## src/hw/rtl/rcdbus_pkg.sv

```systemverilog
`timescale 1ns / 1ps
// ----------------------------------------------------------------------------
// rcdbus_pkg
// Shared types and constants for the remote-control frame decoder.
// ----------------------------------------------------------------------------
package rcdbus_pkg;

    localparam int FRAME_BYTES = 18;
    localparam int BYTE_IDX_W  = $clog2(FRAME_BYTES);
    localparam int CH_W        = 11;
    localparam int LIMIT_W     = 8;
    localparam int CFG_ADDR_W  = 2;
    localparam int OUT_TDATA_W = 144;

    localparam logic [CH_W-1:0]    STICK_MIN_RST    = 11'd364;
    localparam logic [CH_W-1:0]    STICK_MAX_RST    = 11'd1684;
    localparam logic [CH_W-1:0]    STICK_CENTER_RST = 11'd1024;
    localparam logic [LIMIT_W-1:0] LOSS_LIMIT_RST   = 8'd20;
    localparam logic [1:0]         SW_MIDDLE        = 2'd3;
    localparam logic [1:0]         SW_INVALID       = 2'd0;

    typedef enum logic [1:0] {
        MODE_BYTE = 2'd0,
        MODE_IDLE = 2'd1,
        MODE_TICK = 2'd2
    } mode_t;

    typedef enum logic {
        KIND_FRAME = 1'b0,
        KIND_TICK  = 1'b1
    } kind_t;

    typedef enum logic [CFG_ADDR_W-1:0] {
        CFG_STICK_MIN    = 2'd0,
        CFG_STICK_MAX    = 2'd1,
        CFG_STICK_CENTER = 2'd2,
        CFG_LOSS_LIMIT   = 2'd3
    } cfg_addr_t;

    typedef logic [FRAME_BYTES-1:0][7:0] burst_t;

    typedef struct packed {
        logic [4*CH_W-1:0]  sticks;
        logic [3:0]         switches;
        logic signed [15:0] mouse_x;
        logic signed [15:0] mouse_y;
        logic signed [15:0] mouse_z;
        logic [15:0]        buttons;
        logic [15:0]        keys;
        logic [CH_W-1:0]    wheel;
    } frame_t;

    typedef struct packed {
        logic [CH_W-1:0]    stick_min;
        logic [CH_W-1:0]    stick_max;
        logic [CH_W-1:0]    stick_center;
        logic [LIMIT_W-1:0] loss_limit;
    } cfg_t;

    typedef struct packed {
        kind_t  kind;
        frame_t frame;
        logic   frame_error;
        logic   link_lost;
    } result_t;

endpackage

```

## src/hw/rtl/rcdbus_burst.sv

```systemverilog
`timescale 1ns / 1ps
// ----------------------------------------------------------------------------
// rcdbus_burst
// Burst byte buffer and saturating burst length counter.
// ----------------------------------------------------------------------------
module rcdbus_burst #(
    parameter int MAX_BURST = 24
) (
    input  logic                clk,
    input  logic                rst_n,
    input  logic                accept,
    input  logic [1:0]          mode,
    input  logic [7:0]          data_byte,
    output rcdbus_pkg::burst_t  burst,
    output logic                full
);
    import rcdbus_pkg::*;

    localparam int CNT_W = $clog2(MAX_BURST + 1);

    logic [CNT_W-1:0] count_reg;
    logic [CNT_W-1:0] count_next;
    burst_t           bytes_reg;

    always_comb
    begin
        count_next = count_reg;
        if (accept && mode == MODE_BYTE && count_reg < CNT_W'(MAX_BURST))
        begin
            count_next = count_reg + CNT_W'(1);
        end
        else if (accept && mode == MODE_IDLE)
        begin
            count_next = '0;
        end
    end

    always_ff @(posedge clk or negedge rst_n)
    begin
        if (!rst_n)
        begin
            count_reg <= '0;
        end
        else
        begin
            count_reg <= count_next;
        end
    end

    always_ff @(posedge clk)
    begin
        if (accept && mode == MODE_BYTE && count_reg < CNT_W'(FRAME_BYTES))
        begin
            bytes_reg[count_reg[BYTE_IDX_W-1:0]] <= data_byte;
        end
    end

    assign burst = bytes_reg;
    assign full  = (count_reg == CNT_W'(FRAME_BYTES));

endmodule

```

## src/hw/rtl/rcdbus_decode.sv

```systemverilog
`timescale 1ns / 1ps
// ----------------------------------------------------------------------------
// rcdbus_decode
// Unpacks an 18-byte burst into frame fields and range-checks it.
// ----------------------------------------------------------------------------
module rcdbus_decode (
    input  rcdbus_pkg::burst_t              burst,
    input  logic [rcdbus_pkg::CH_W-1:0]     stick_min,
    input  logic [rcdbus_pkg::CH_W-1:0]     stick_max,
    output rcdbus_pkg::frame_t              frame,
    output logic                            bad
);
    import rcdbus_pkg::*;

    logic [CH_W-1:0] ch [4];
    logic [1:0]      s1;
    logic [1:0]      s2;
    logic [3:0]      ch_bad;

    always_comb
    begin
        ch[0] = {burst[1][2:0], burst[0]};
        ch[1] = {burst[2][5:0], burst[1][7:3]};
        ch[2] = {burst[4][0], burst[3], burst[2][7:6]};
        ch[3] = {burst[5][3:0], burst[4][7:1]};
        s1    = burst[5][7:6];
        s2    = burst[5][5:4];

        for (int i = 0; i < 4; i++)
        begin
            ch_bad[i] = (ch[i] > stick_max) || (ch[i] < stick_min);
        end

        frame.sticks   = {ch[3], ch[2], ch[1], ch[0]};
        frame.switches = {s1, s2};
        frame.mouse_x  = {burst[7], burst[6]};
        frame.mouse_y  = {burst[9], burst[8]};
        frame.mouse_z  = {burst[11], burst[10]};
        frame.buttons  = {burst[13], burst[12]};
        frame.keys     = {burst[15], burst[14]};
        frame.wheel    = {burst[17][2:0], burst[16]};

        bad = (s1 == SW_INVALID) || (s2 == SW_INVALID) || (|ch_bad);
    end

endmodule

```

## src/hw/rtl/rcdbus_link.sv

```systemverilog
`timescale 1ns / 1ps
// ----------------------------------------------------------------------------
// rcdbus_link
// Held frame, sticky error, loss counter and result forming.
// ----------------------------------------------------------------------------
module rcdbus_link (
    input  logic                clk,
    input  logic                rst_n,
    input  logic                accept,
    input  logic [1:0]          mode,
    input  logic                full,
    input  rcdbus_pkg::frame_t  decoded,
    input  logic                bad,
    input  rcdbus_pkg::cfg_t    cfg,
    output logic                res_valid,
    output rcdbus_pkg::result_t res
);
    import rcdbus_pkg::*;

    logic [LIMIT_W-1:0] ticks_reg;
    logic [LIMIT_W-1:0] ticks_next;
    logic               lost_reg;
    logic               lost_next;
    logic               error_reg;
    logic               error_next;
    frame_t             held_reg;
    frame_t             held_next;
    frame_t             defaults;
    logic [LIMIT_W:0]   tick_inc;

    always_comb
    begin
        defaults.sticks   = {4{cfg.stick_center}};
        defaults.switches = {SW_MIDDLE, SW_MIDDLE};
        defaults.mouse_x  = '0;
        defaults.mouse_y  = '0;
        defaults.mouse_z  = '0;
        defaults.buttons  = '0;
        defaults.keys     = '0;
        defaults.wheel    = cfg.stick_center;

        ticks_next = ticks_reg;
        lost_next  = lost_reg;
        error_next = error_reg;
        held_next  = held_reg;
        res_valid  = 1'b0;
        res.kind   = KIND_FRAME;
        tick_inc   = {1'b0, ticks_reg} + (LIMIT_W + 1)'(1);

        if (accept && mode == MODE_IDLE && full)
        begin
            res_valid  = 1'b1;
            ticks_next = '0;
            if (bad)
            begin
                error_next = 1'b1;
                held_next  = defaults;
            end
            else
            begin
                held_next = decoded;
            end
        end
        else if (accept && mode == MODE_TICK)
        begin
            res_valid = 1'b1;
            res.kind  = KIND_TICK;
            if (tick_inc > {1'b0, cfg.loss_limit})
            begin
                ticks_next = cfg.loss_limit;
                lost_next  = 1'b1;
            end
            else
            begin
                ticks_next = tick_inc[LIMIT_W-1:0];
                lost_next  = 1'b0;
            end
            if (lost_next || error_reg)
            begin
                held_next = defaults;
            end
        end

        res.frame       = held_next;
        res.frame_error = error_next;
        res.link_lost   = lost_next;
    end

    always_ff @(posedge clk or negedge rst_n)
    begin
        if (!rst_n)
        begin
            ticks_reg          <= '0;
            lost_reg           <= 1'b0;
            error_reg          <= 1'b0;
            held_reg.sticks    <= {4{STICK_CENTER_RST}};
            held_reg.switches  <= {SW_MIDDLE, SW_MIDDLE};
            held_reg.mouse_x   <= '0;
            held_reg.mouse_y   <= '0;
            held_reg.mouse_z   <= '0;
            held_reg.buttons   <= '0;
            held_reg.keys      <= '0;
            held_reg.wheel     <= STICK_CENTER_RST;
        end
        else
        begin
            ticks_reg <= ticks_next;
            lost_reg  <= lost_next;
            error_reg <= error_next;
            held_reg  <= held_next;
        end
    end

endmodule

```

## src/hw/rtl/rcdbus_skid.sv

```systemverilog
`timescale 1ns / 1ps
// ----------------------------------------------------------------------------
// rcdbus_skid
// Output register with one skid entry for the result stream.
// ----------------------------------------------------------------------------
module rcdbus_skid (
    input  logic                clk,
    input  logic                rst_n,
    input  logic                in_valid,
    input  rcdbus_pkg::result_t in_res,
    output logic                in_ready,
    output logic                out_valid,
    input  logic                out_ready,
    output rcdbus_pkg::result_t out_res
);
    import rcdbus_pkg::*;

    logic    out_valid_reg;
    logic    skid_valid_reg;
    result_t out_res_reg;
    result_t skid_res_reg;

    always_ff @(posedge clk or negedge rst_n)
    begin
        if (!rst_n)
        begin
            out_valid_reg  <= 1'b0;
            skid_valid_reg <= 1'b0;
        end
        else
        begin
            if (skid_valid_reg && out_ready)
            begin
                skid_valid_reg <= 1'b0;
            end
            else if (in_valid)
            begin
                if (!out_valid_reg || out_ready)
                begin
                    out_valid_reg <= 1'b1;
                end
                else
                begin
                    skid_valid_reg <= 1'b1;
                end
            end
            else if (out_ready)
            begin
                out_valid_reg <= 1'b0;
            end
        end
    end

    always_ff @(posedge clk)
    begin
        if (skid_valid_reg && out_ready)
        begin
            out_res_reg <= skid_res_reg;
        end
        else if (in_valid)
        begin
            if (!out_valid_reg || out_ready)
            begin
                out_res_reg <= in_res;
            end
            else
            begin
                skid_res_reg <= in_res;
            end
        end
    end

    assign in_ready  = !skid_valid_reg;
    assign out_valid = out_valid_reg;
    assign out_res   = out_res_reg;

endmodule

```

## src/hw/rtl/rc_dbus_frame_decoder_unit.sv

```systemverilog
`timescale 1ns / 1ps
// ----------------------------------------------------------------------------
// rc_dbus_frame_decoder_unit
// Remote-control frame decoder: 18-byte bursts in, decoded frames and
// tick status out.
// ----------------------------------------------------------------------------
// Input beats carry the mode on s_axis_tuser (byte, idle line, timer tick)
// and the received byte on s_axis_tdata. Bytes fill the burst buffer; an
// idle beat after exactly 18 bytes decodes the frame and gives one result
// beat (tuser kind 0), other burst lengths give nothing. A tick beat always
// gives a status beat (tuser kind 1) with the held or safe-default frame.
// One input beat is taken per cycle while s_axis_tready is high. Unpack
// and range check are combinational between the burst registers and the
// output register; a result goes there, or to the skid entry on a stall.
// A stalled receiver is absorbed by an output register plus one skid
// entry: s_axis_tready drops only once both are full.
// Reset clears the burst count, loss counter and flags, loads the register
// defaults and the safe held frame. Config writes are taken on any cycle
// with cfg_wr_en high, and must be made while the block is idle.
// ----------------------------------------------------------------------------
module rc_dbus_frame_decoder_unit #(
    parameter int MAX_BURST = 24
) (
    input  logic                                   clk,
    input  logic                                   rst_n,
    input  logic                                   s_axis_tvalid,
    output logic                                   s_axis_tready,
    input  logic [7:0]                             s_axis_tdata,  // data_byte
    input  logic [1:0]                             s_axis_tuser,  // mode
    output logic                                   m_axis_tvalid,
    input  logic                                   m_axis_tready,
    // sticks, switches, mouse_x, mouse_y, mouse_z, buttons, keys, wheel,
    // frame_error, link_lost, zero pad
    output logic [rcdbus_pkg::OUT_TDATA_W-1:0]     m_axis_tdata,
    output logic                                   m_axis_tuser,  // kind
    input  logic                                   cfg_wr_en,
    input  logic [rcdbus_pkg::CFG_ADDR_W-1:0]      cfg_addr,
    input  logic [rcdbus_pkg::CH_W-1:0]            cfg_wdata
);
    import rcdbus_pkg::*;

    localparam int RES_DATA_W = $bits(frame_t) + 2;

    cfg_t    cfg_reg;
    logic    accept;
    burst_t  burst;
    logic    full;
    frame_t  decoded;
    logic    bad;
    logic    res_valid;
    result_t res;
    result_t out_res;

    assign accept = s_axis_tvalid && s_axis_tready;

    always_ff @(posedge clk or negedge rst_n)
    begin
        if (!rst_n)
        begin
            cfg_reg.stick_min    <= STICK_MIN_RST;
            cfg_reg.stick_max    <= STICK_MAX_RST;
            cfg_reg.stick_center <= STICK_CENTER_RST;
            cfg_reg.loss_limit   <= LOSS_LIMIT_RST;
        end
        else if (cfg_wr_en)
        begin
            unique case (cfg_addr_t'(cfg_addr))
                CFG_STICK_MIN:    cfg_reg.stick_min    <= cfg_wdata;
                CFG_STICK_MAX:    cfg_reg.stick_max    <= cfg_wdata;
                CFG_STICK_CENTER: cfg_reg.stick_center <= cfg_wdata;
                CFG_LOSS_LIMIT:   cfg_reg.loss_limit   <= cfg_wdata[LIMIT_W-1:0];
                default:          cfg_reg              <= cfg_reg;
            endcase
        end
    end

    rcdbus_burst #(
        .MAX_BURST (MAX_BURST)
    ) u_burst (
        .clk       (clk),
        .rst_n     (rst_n),
        .accept    (accept),
        .mode      (s_axis_tuser),
        .data_byte (s_axis_tdata),
        .burst     (burst),
        .full      (full)
    );

    rcdbus_decode u_decode (
        .burst     (burst),
        .stick_min (cfg_reg.stick_min),
        .stick_max (cfg_reg.stick_max),
        .frame     (decoded),
        .bad       (bad)
    );

    rcdbus_link u_link (
        .clk       (clk),
        .rst_n     (rst_n),
        .accept    (accept),
        .mode      (s_axis_tuser),
        .full      (full),
        .decoded   (decoded),
        .bad       (bad),
        .cfg       (cfg_reg),
        .res_valid (res_valid),
        .res       (res)
    );

    rcdbus_skid u_skid (
        .clk       (clk),
        .rst_n     (rst_n),
        .in_valid  (res_valid),
        .in_res    (res),
        .in_ready  (s_axis_tready),
        .out_valid (m_axis_tvalid),
        .out_ready (m_axis_tready),
        .out_res   (out_res)
    );

    assign m_axis_tuser = out_res.kind;
    assign m_axis_tdata = {
        (OUT_TDATA_W - RES_DATA_W)'(0),
        out_res.link_lost,
        out_res.frame_error,
        out_res.frame.wheel,
        out_res.frame.keys,
        out_res.frame.buttons,
        out_res.frame.mouse_z,
        out_res.frame.mouse_y,
        out_res.frame.mouse_x,
        out_res.frame.switches,
        out_res.frame.sticks
    };

endmodule
```

## config.mk

```make
export PLATFORM = sky130hd
export DESIGN_NAME = rc_dbus_frame_decoder_unit
export DESIGN_NICKNAME = d
export VERILOG_FILES = /design/src/hw/rtl/rcdbus_pkg.sv /design/src/hw/rtl/rcdbus_burst.sv /design/src/hw/rtl/rcdbus_decode.sv /design/src/hw/rtl/rcdbus_link.sv /design/src/hw/rtl/rcdbus_skid.sv /design/src/hw/rtl/rc_dbus_frame_decoder_unit.sv
export SDC_FILE = /design/constraint.sdc
export NUM_CORES = 1
export LEC_CHECK = 0
export BUFFER_PORTS_ARGS = -buffer_cell sky130_fd_sc_hd__buf_2
export CAP_MARGIN = 10
export CORE_MARGIN = 3
export CORE_UTILIZATION = 35
export DETAILED_ROUTE_END_ITERATION = 10
export GPL_TIMING_DRIVEN = 0
export SYNTH_ARGS = -nofsm -noshare
export SYNTH_HDL_FRONTEND = slang
export SYNTH_SLANG_ARGS = --single-unit
```

## constraint.sdc

```tcl
create_clock -name clk -period 23.8 [get_ports clk]
set_input_delay 2.38 -clock clk [delete_from_list [all_inputs] [get_ports clk]]
set_output_delay 2.38 -clock clk [all_outputs]
set_load 0.02 [all_outputs]
```

==> reports/results.md, run 1 <==
• finished clean — result of the run
• flip-flop — kind of end point of the critical path
• nor4_2 — Crit-path slowest cell
• 50.71 mm — sum of net half-perimeters after detailed placement
• 0 — post-detailed-route count of antenna-violating nets
• 17,369 — total number of vias
• cfg_reg[13] — startpoint of the worst hold path
• 5970 ps — signal arrival time at the worst endpoint
• 114.1 mm — wire length of the first global-routing pass
• 423 — number of synthesized flops with an enable pin
• 11.84 nW — leakage power summed over all cells
• 0 — Setup Viol. Count Final
• 504.1 ps — worst slack on hold paths
• 0 — Antenna Diode Count
• clkbuf_16 — CTS Root Cell
• flip-flop to flip-flop — type of the tightest min-delay check
• 1,656 — Iter 0 DRT Violations
• 62 — Netlist cell types
• 85.89 mW/mm2 — total power density per cell area
• 1,753 — synthesized instance count
• 0 ps — final sum of negative setup slack
• 0.07716 mm2 — DIE AREA
• 2 — CTS H-tree depth
• 26.43% — met1 track utilization from global routing
• 0 — hold-fix buffer count after cts
• 620 — register bit total from synthesis
• 175 — # IOs
• cfg_reg[13] — WHS Endpoint
• 46.61 ps — final setup skew
• 59.63 uV — worst ir drop on vdd
• 17.05% — Syn-to-layout area delta
• 177.1 MHz — FMAX
• 170 — number of buffers inserted by port buffering
• 31.36% — met2 GRT Util
• 620 — number of clock sinks
• 1 — number of antenna violations at the first check in global routing
• 3.711% — GR Layer Usage met3
• met2 — most used routing layer
• 0 — post-cts sizing count
• 17,396 — vias in the first global route
• 77.40 mm — Routed Wire Length
• 97 — largest net degree at the start of global routing
• 13 — r2r worst-path depth
• 2,122 — final layout net count
• 0 — maxcap violations
• edfxtp_1 — most common flop cell mapped by yosys
• primary input to flip-flop — path type of the worst setup path
• 0.07308 mm2 — placeable core region
• 3 — maximum clock insertion buffer count
• 0 — number of hold violations in the final report
• 60 ps — clock-pin slew on the worst setup and hold paths
• 19.35% — fraction of layout cells with a size suffix above 1
• u_skid.out_res[96] — capture point of the worst reg-to-reg path
• buf_2, nor3b_2, nand2_1, nor4_2, buf_2, nor2_1, o21ai_4, buf_12, buf_12 — Critical Path, Cell by Cell
• 61 — Num CTS Buffers
• 24.07% — max-slew headroom at the worst pin
• 19,150 ps — slack of the worst reg-to-reg path
• 940 ps — largest incremental delay on the critical path
• 0.02585 mm2 — Post-Syn Area
• 24,130 ps — Crit path required time
• no — unrepaired setup endpoints after global routing
• 99 — Rows
• 5.778 — via/cell ratio
• 4 — sum of buffers and inverters on the critical path
• 14.75 um2 — mean area per synthesized cell
• 1139 ps — Worst Max-Slew Pin Slew
• u_link.ticks_reg[0] — worst reg2reg path startpoint
• 0 — number of pins exceeding their max-slew limit in the final report
• 23.72% — final worst-path cycle share
• 5646 ps — shortest clock period the worst path allows after layout
• 277.8 um — die boundary height
• yes — clock tree from TritonCTS
• simple AND/OR/NAND/NOR gates — cell family contributing the most delay on the critical path
• 650 ps — insertion delay to the later sink of the worst-skew pair
• 35.38% — starting density of the core
• 25.75 um — wire per inst
• 0 — total grt overflow
• 0 — Yosys warnings
• 277.8 um — width of the die
• primary input — startpoint types
• 32 — highest net fanout along the worst path
• 68.31% — portion of the post-synthesis area used by sequential elements
• 19.50% — global-route usage over all layers
• 0 — drc violations
• 1 — Hold Crit Depth
• 5 — number of detailed-routing iterations run before antenna repair
• 0 — # Post-CTS Setup Buffers
• 31.77% — Post-synth ARST share
• 0.9268 — weighted congestion at the end of routability-driven global placement
==> cells in the final DEF (no fill, tap or decap), types with 5 or more instances in the layout <==
| master | count |
|---|---|
| nor2_1 | 24 |
| nand2_1 | 57 |
| and2_1 | 9 |
| nand3_1 | 9 |
| nor2b_1 | 6 |
| edfxtp_1 | 423 |
| nor3_1 | 8 |
| nand4_1 | 65 |
| o21ai_1 | 14 |
| bufinv_16 | 9 |
| clkbuf_16 | 61 |
| dfrtp_1 | 175 |
| a21o_1 | 9 |
| o22a_1 | 58 |
| a21oi_1 | 90 |
| nor4_1 | 7 |
| a41o_1 | 5 |
| a221oi_1 | 5 |
| mux2_2 | 32 |
| inv_1 | 42 |
| and3_1 | 90 |
| a221o_1 | 135 |
| o22ai_1 | 10 |
| buf_2 | 213 |
| clkinv_2 | 10 |
| nand3b_1 | 6 |
| dfstp_2 | 22 |
| a21oi_4 | 10 |
| clkbuf_8 | 5 |
| a22o_1 | 81 |
| ha_1 | 97 |
| buf_16 | 5 |
| clkinvlp_4 | 5 |
| o21ai_0 | 81 |
| clkbuf_1 | 85 |
==> cell families (layout without fill, tap and decap cells) <==
family,after synthesis,in the layout,share of synthesized area [%]
flops,620,620,68.31
compound gates,531,531,16.08
simple gates,301,301,6.596
buf+inv,163,455,2.638
fa+ha+maj,97,97,4.694
mux,34,34,1.471
xor+xnor,6,6,0.2033
other cells,1,3,0.01450
==> worst reg2reg max path, stage by stage (launching register included) <==
cell	delay, ps
dfrtp_1	450
nand3_1	220
nor2_1	280
nand3_1	130
xnor2_1	240
ha_1	310
and3_1	210
a2111o_1	470
a21oi_2	790
buf_2	450
buf_2	350
nand2_1	180
o22ai_1	180
a21oi_1	130
==> power by group <==
part	internal (mW)	total, mW	switching (mW)
sequential	1.22	1.26	0.0376
combinational	0.120	0.327	0.207
clock	0.588	1.01	0.422
==> worst max path at each step <==
stage	start	end	cells after the start
after floorplan	s_axis_tuser[1]	u_skid.out_res[0]	6
after global placement	s_axis_tuser[1]	u_skid.out_res[125]	7
after detailed placement	s_axis_tuser[1]	u_skid.out_res[103]	9
after CTS	s_axis_tuser[1]	u_skid.out_res[99]	9
after global routing	s_axis_tuser[1]	u_skid.out_res[127]	9
final	s_axis_tuser[1]	u_skid.out_res[118]	9
==> per-layer routing <==
metal / up-vias / share of wire [%] / routed length [um]
met1: 8838 / 42 / 32320
li1: 7552 / - / -
met4: 2 / 3.7 / 2833
met2: 838 / 47 / 36360
met5: - / 0.017 / 13
met3: 139 / 7.6 / 5868
==> final cells by class <==
cell class | instances | area [um2]
Buffer | 121 | 524.3
Clock inverter | 32 | 457.9
Inverter | 42 | 157.7
Clock buffer | 81 | 1652
Timing Repair Buffer | 179 | 1079
Multi-Input combinational cell | 972 | 7533
Sequential cell | 620 | 17660
Tap cell | 959 | 1200
Fill cell | 6676 | 42820
==> cells in the mapped netlist, types with 14 or more instances <==
master	n	share of area [%]
a21oi_1	90	1.7
a221o_1	135	5.2
a22o_1	81	2.7
and3_1	90	2.2
buf_2	44	0.85
clkbuf_1	70	1.0
dfrtp_1	175	17
dfstp_2	22	2.2
edfxtp_1	423	49
ha_1	97	4.7
inv_1	42	0.61
mux2_2	32	1.4
nand2_1	57	0.83
nand4_1	65	1.6
nor2_1	24	0.35
o21ai_0	82	1.6
o21ai_1	14	0.27
o22a_1	58	2.0
==> through the flow <==
stage          setup slack, ps  std cells  instance area [um2]  utilization, %  total power, mW
6_report                 18150       3006                30260           41.41            2.599
5_1_grt                  18030       3006                30260           41.41            2.694
4_1_cts                  18180       3006                30260           41.41            2.612
3_5_place_dp             17500       2893                28150           38.52            1.605
3_3_place_gp              3361       2884                27910           38.19            1.597
2_1_floorplan             9446       1755                25860               -            1.482
Power figures use the tool's default switching activity.
==> run 2: changes to the inputs <==
--- a/config.mk
+++ b/config.mk
@@ -5,6 +5,7 @@
 export SDC_FILE = /design/constraint.sdc
 export NUM_CORES = 1
 export LEC_CHECK = 0
+export ABC_AREA = 1
 export BUFFER_PORTS_ARGS = -buffer_cell sky130_fd_sc_hd__buf_2
 export CAP_MARGIN = 10
 export CORE_MARGIN = 3
==> constraint.sdc (replaced) <==
create_clock -name clk -period 5.9 [get_ports clk]
set_input_delay 0.59 -clock clk [delete_from_list [all_inputs] [get_ports clk]]
set_output_delay 0.59 -clock clk [all_outputs]
set_load 0.02 [all_outputs]
==> run 2 against run 1 <==
  * Total power rose to 4.3 times the previous value
  * Critical path depth increased by 9
  * Flip-flop and latch count unchanged
  * Area after synthesis fell by 0.29%
  * Worst hold slack worse by 300 ps
  * Sequential power rose to 4.2 times the previous value
  * Die area is 0.28% lower
  * Clock power rose to 4.1 times the previous value
  * Non-clock buffer count fell by 18
  * Utilization increased by 0.59 points
==> reports/results.md, run 2 <==
• 60 ps — clock-pin slew on the worst setup and hold paths
• 3709 ps — shortest clock period the worst path allows after layout
• 812 x nand2_1, 423 x edfxtp_1, 310 x nand3_1 — commonest non-fill, non-tap cells in the layout
• 49.27% — top cell type's share of synthesized area
• 2190 ps — slack of the worst reg-to-reg path
• 6380 ps — Crit path required time
• flip-flop — kind of end point of the critical path
• 68.50% — portion of the post-synthesis area used by sequential elements
• 34 — Netlist cell types
• 11.15 um2 — mean area per synthesized cell
• 104 — largest net degree at the start of global routing
• 813 x nand2_1, 423 x edfxtp_1, 310 x nand3_1 — commonest cells in the netlist
• 62.86% — final worst-path cycle share
• 17,467 — vias in the first global route
• dfrtp_1 — Crit-path slowest cell
• flip-flop to flip-flop — path type of the worst setup path
• 3 — maximum clock insertion buffer count
• 35.69% — starting density of the core
• 0 — number of pins exceeding their max-slew limit in the final report
• 31.77% — Post-synth ARST share
• 2191 ps — Setup WS post-layout
• 0.8878 — weighted congestion at the end of routability-driven global placement
• 0 — drc violations
• 2,689 — final layout net count
• 4.937 — via/cell ratio
• 4190 ps — signal arrival time at the worst endpoint
• 0 — post-cts sizing count
• 1 — hold-fix buffer count after cts
• nand2_1 — most numerous cell in the Yosys netlist
• 6,675 — total of fill cells in the finished design
• 18.57% — max-slew headroom at the worst pin
• 650 ps — insertion delay to the later sink of the worst-skew pair
• 367.6 mW/mm2 — total power density per cell area
• 1212 ps — Worst Max-Slew Pin Slew
• 0 — total grt overflow
• 3 — number of antenna violations at the first check in global routing
• 49.24 mm — sum of net half-perimeters after detailed placement
• 10 — highest net fanout along the worst path
• 0 — maxcap violations
• 2 — CTS H-tree depth
• 0.07695 mm2 — DIE AREA
• 232.8 uV — worst ir drop on vdd
• primary input to flip-flop — type of the tightest min-delay check
• 1,507 — Iter 0 DRT Violations
• yes — clock tree from TritonCTS
• 11.15 mW — final total power
• 370 ps — largest incremental delay on the critical path
• edfxtp_1 — most common flop cell mapped by yosys
• 277.4 um — width of the die
• 17.67% — Syn-to-layout area delta
• 17,620 — total number of vias
• 620 — register bit total from synthesis
• 0 — Setup Viol. Count Final
• 2165 ps — Post-Place Worst Slack
• 4 — sum of buffers and inverters on the critical path
• 8 — number of detailed-routing iterations run before antenna repair
• 13.72% — fraction of layout cells with a size suffix above 1
• inv_1, nor3_1, nand3_1, nor2_1, inv_1, o21ai_0, inv_1, ha_1, a21boi_0, nand4_1, nand2_1, nand3_2, nand2_2, buf_2, nand2_1, nand3_1, nand3_1, nand2_1 — Critical Path, Cell by Cell
• 17.69% — global-route usage over all layers
• 2,313 — synthesized instance count
• 171 — number of buffers inserted by port buffering
• 175 — # IOs
• 42.00% — final cell utilization of the core
• clkbuf_16 — CTS Root Cell
• 0.02814 mm2 — post-place instance area
• 105.6 mm — wire length of the first global-routing pass
• 0 — number of hold violations in the final report
• 0 ps — final sum of negative setup slack
• 277.4 um — die boundary height
• 0 — post-detailed-route count of antenna-violating nets
• no — unrepaired setup endpoints after global routing
• 42.08 ps — final setup skew
• 19.32 um — wire per inst
• 0.02578 mm2 — Post-Syn Area
• edfxtp_1 49%, dfrtp_1 17%, nand2_1 12%, nand3_1 6.0%, ha_1 4.7% — top cells by area, synth
• edfxtp_1 — post-synth top area cell
• finished clean — result of the run
• nand2_1 — most common cell after layout, fill and taps aside
• 61 — Num CTS Buffers
• 68.96 mm — Routed Wire Length
• 0 — Yosys warnings
• 0 — # Post-CTS Setup Buffers
• 269.6 MHz — FMAX
• 13.03 nW — leakage power summed over all cells
• 423 — number of synthesized flops with an enable pin
• 620 — number of clock sinks
• flip-flop — startpoint types
• simple AND/OR/NAND/NOR gates — cell family contributing the most delay on the critical path
• 98 — Rows
• 0.03033 mm2 — Layout Cell Area excl Fill
• 0.07222 mm2 — placeable core region
[run 2: changes by cell type in the layout (fill, tap and decap cells not counted), moves of 55 or more]
cell	change
a21oi_1	-60
a221o_1	-135
a22o_1	-81
and3_1	-90
inv_1	+69
nand2_1	+755
nand3_1	+301
nand4_1	-55
o22a_1	-58
[run 2: logic make-up after synthesis]
family / share of synthesized area [%]
other: 0.01455
AND/OR/NAND/NOR: 20.67
flip-flops: 68.50
adder cells (fa/ha/maj): 4.708
buffers and inverters: 3.514
XOR/XNOR: 0.1699
AO/OA/AOI/OAI: 2.417
[run 2: area by class of cell]
type	instances	area [um2]	area share, %
Antenna cell	2	5.005	0.01650
Inverter	117	451.7	1.489
Tap cell	950	1189	3.918
Timing Repair Buffer	186	1129	3.720
Clock buffer	94	1877	6.187
Sequential cell	620	17660	58.22
Multi-Input combinational cell	1482	7268	23.96
Clock inverter	22	289.0	0.9528
Buffer	96	466.7	1.539
[run 2: final timing paths]
path | from | end | depth (start not counted)
max | u_link.ticks_reg[2] | u_skid.out_res[102] | 18
min | m_axis_tready | u_skid.skid_valid_reg | 2
max reg2reg | u_link.ticks_reg[2] | u_skid.out_res[102] | 18
min reg2reg | u_burst.burst[124] | u_link.held_reg[23] | 2
max in group asynchronous | rst_n | u_link.held_reg[74] | 3
min in group asynchronous | rst_n | cfg_reg[0] | 2
[run 2: metal layers]
metal  global-route usage, %  routed length (um)  share of wire, %
met1                   23.34               29130                42
met2                   29.58               33330                48
met3                   3.451                4648               6.7
met4                   5.334                1857               2.7
met5                       0                   0                 0
[run 2: power by group]
group / switching (mW) / total [mW] / internal [mW]
Clock: 1.68 / 4.10 / 2.42
Sequential: 0.152 / 5.27 / 5.12
Combinational: 1.14 / 1.78 / 0.637
[run 2: per-stage QoR]
stage,instances,hold slack (ps)
after floorplan,2315,294.4
after global placement,3436,461.9
after detailed placement,3448,483.8
after CTS,3565,152.4
after global routing,3567,180.4
final,3569,208.1
==> run 3: changes to the inputs <==
--- a/config.mk
+++ b/config.mk
@@ -5,7 +5,7 @@
 export SDC_FILE = /design/constraint.sdc
 export NUM_CORES = 1
 export LEC_CHECK = 0
-export ABC_AREA = 1
+export ABC_AREA = 0
 export BUFFER_PORTS_ARGS = -buffer_cell sky130_fd_sc_hd__buf_2
 export CAP_MARGIN = 10
 export CORE_MARGIN = 3
==> constraint.sdc (replaced) <==
create_clock -name clk -period 3.3 [get_ports clk]
set_input_delay 0.33 -clock clk [delete_from_list [all_inputs] [get_ports clk]]
set_output_delay 0.33 -clock clk [all_outputs]
set_load 0.02 [all_outputs]
==> run 3 against run 2 <==
  * The run now ends with setup timing left
  * First-iteration DRC count rose by 18%
  * Flip-flop and latch count stayed put
  * Wire length rose by 17%
  * Combinational power rose by 60%
  * Die area increased by 0.29%
  * Non-clock buffer count grew 88
  * Largest cell class unchanged
  * Largest power group unchanged
==> reports/results.md, run 3 (synthesis gave the netlist of run 1 again) <==
• finished, violations left — result of the run
• setup timing — violations in the final reports
• 3 — maximum clock insertion buffer count
• 423 x edfxtp_1, 179 x buf_2, 171 x dfrtp_1 — commonest non-fill, non-tap cells in the layout
• 277.8 um — width of the die
• primary input to flip-flop — type of the tightest min-delay check
• 3 — Hold Crit Depth
• 170 — number of buffers inserted by port buffering
• -120 ps — slack of the worst reg-to-reg path
• 26.72% — fraction of layout cells with a size suffix above 1
• 6 — highest net fanout along the worst path
• clkbuf_16 — CTS Root Cell
• 6 — number of detailed-routing iterations run before antenna repair
• 26.12 um — wire per inst
• 2 — CTS H-tree depth
• 0 — number of hold violations in the final report
• 24.43% — Syn-to-layout area delta
• u_link.ticks_reg[0] — worst reg2reg path startpoint
• 50.61 mm — sum of net half-perimeters after detailed placement
• 3660 ps — Crit path required time
• 0.9316 — weighted congestion at the end of routability-driven global placement
• 5.776 — via/cell ratio
• 425.4 uV — worst ir drop on vdd
• 17,692 — vias in the first global route
• 61 — Num CTS Buffers
• 12.62 nW — leakage power summed over all cells
• 135 — Setup Viol. Count Final
• 277.8 um — die boundary height
• yes — unrepaired setup endpoints after global routing
• flip-flop — startpoint types
• cfg_wdata[7] — startpoint of the worst hold path
• 13 — r2r worst-path depth
• edfxtp_1 — most common cell after layout, fill and taps aside
• 3780 ps — signal arrival time at the worst endpoint
• 175 — # IOs
• 0 — total grt overflow
• 60 ps — clock-pin slew on the worst setup and hold paths
• 2 — number of antenna violations at the first check in global routing
• 620 — number of clock sinks
• 6,538 — total of fill cells in the finished design
• 116.6 mm — wire length of the first global-routing pass
• 20.16% — global-route usage over all layers
• 650 ps — insertion delay to the later sink of the worst-skew pair
• 2,196 — final layout net count
• 80.56 mm — Routed Wire Length
• 292.3 MHz — FMAX
• 19.47 mW — final total power
• 0 — drc violations
• 24.25% — max-slew headroom at the worst pin
• 0.07308 mm2 — placeable core region
• 0.07716 mm2 — DIE AREA
• yes — clock tree from TritonCTS
• 605.3 mW/mm2 — total power density per cell area
• 103.7% — final worst-path cycle share
• 35.38% — starting density of the core
• 1136 ps — Worst Max-Slew Pin Slew
• 101 — largest net degree at the start of global routing
• 0 — post-detailed-route count of antenna-violating nets
• 1,785 — Iter 0 DRT Violations
• u_skid.skid_res_reg[114] — capture point of the worst reg-to-reg path
• cfg_reg[37] — WHS Endpoint
• 0 — number of pins exceeding their max-slew limit in the final report
• flip-flop — kind of end point of the critical path
• 3421 ps — shortest clock period the worst path allows after layout
• 38.34 ps — final setup skew
• 99 — Rows
• -1270 ps — Post-Place Worst Slack
• -120.9 ps — Setup WS post-layout
• flip-flop to flip-flop — path type of the worst setup path
• 17,813 — total number of vias
• 0 — maxcap violations
[run 3: cell count changes in the layout (fill, tap and decap cells not counted), moves of 51 or more]
cell and change:
a22o_1 +81, inv_1 -72, nand2_1 -766, and3_1 +88, nand3_1 -303, a21oi_1 +56, and2_1 -51, nand4_1 +55
a221o_1 +135
[run 3: metrics by stage]
step / hold WS, ps / std cells / utilization [%] / setup TNS, ps / area, um2
floorplan: 34.41 / 1755 / - / -120230 / 25900
global placement: 487.4 / 2884 / 38.25 / -1214640 / 27950
detailed placement: 479.7 / 2893 / 38.54 / -409480 / 28170
CTS: 7.033 / 3070 / 43.38 / -1559 / 31700
global route: 29.46 / 3081 / 44.01 / -38310 / 32160
finish: 36.71 / 3084 / 44.02 / -5104 / 32170
[run 3: area by class of cell]
cell class	instances	area (um2)	share of cell area [%]
Multi-Input combinational cell	976	8098	25.17
Clock buffer	78	1672	5.196
Antenna cell	3	7.507	0.02334
Clock inverter	36	521.8	1.622
Sequential cell	620	17660	54.91
Timing Repair Buffer	254	1962	6.099
Inverter	42	168.9	0.5251
Buffer	116	874.6	2.719
Tap cell	959	1200	3.730
[run 3: worst max-delay path, stage by stage (launching register included)]
cell and delay, ps:
dfrtp_2 440, ha_4 190, nand3_4 120, nor2_4 120
xor2_1 170, ha_1 280, and3_4 190, a2111o_1 510
nand2_2 130, and3_4 250, buf_12 160, a21oi_4 100
buf_12 170, a221o_1 290
[run 3: layer usage]
metal	track usage, %	share of wire (%)	vias to the layer above
met2	32.59	47	829
met3	5.092	7.9	179
li1	-	-	7713
met5	0	0	-
met4	7.608	3.8	0
met1	26.21	41	9092
[run 3: how the worst max path moves through the flow]
stage | start | endpoint | slack [ps] | cells after the start
after CTS | u_link.ticks_reg[0] | u_skid.skid_res_reg[105] | -90 | 12
after detailed placement | u_link.ticks_reg[0] | u_skid.out_res[96] | -1270 | 13
after floorplan | u_burst.count_reg[3] | u_skid.out_res[0] | -850 | 5
final | u_link.ticks_reg[0] | u_skid.skid_res_reg[114] | -120 | 13
after global placement | s_axis_tuser[1] | u_skid.out_res[103] | -2690 | 7
after global routing | u_link.ticks_reg[0] | u_skid.skid_res_reg[105] | -200 | 13
[run 3: timing repair]
item,CTS,global route
hold buffers,12,0
gates resized for setup,185,88
endpoints found under the setup margin,545,417
cloned,6,4
setup buffers,47,13
hold endpoints to repair,117,0
pin swaps,25,43
[run 3: where the power goes]
group | internal, mW | switching [mW] | total (mW)
logic | 1.18 | 1.67 | 2.85
clock network | 4.46 | 3.05 | 7.51
registers | 8.83 | 0.284 | 9.12
total | 14.5 | 5.01 | 19.5
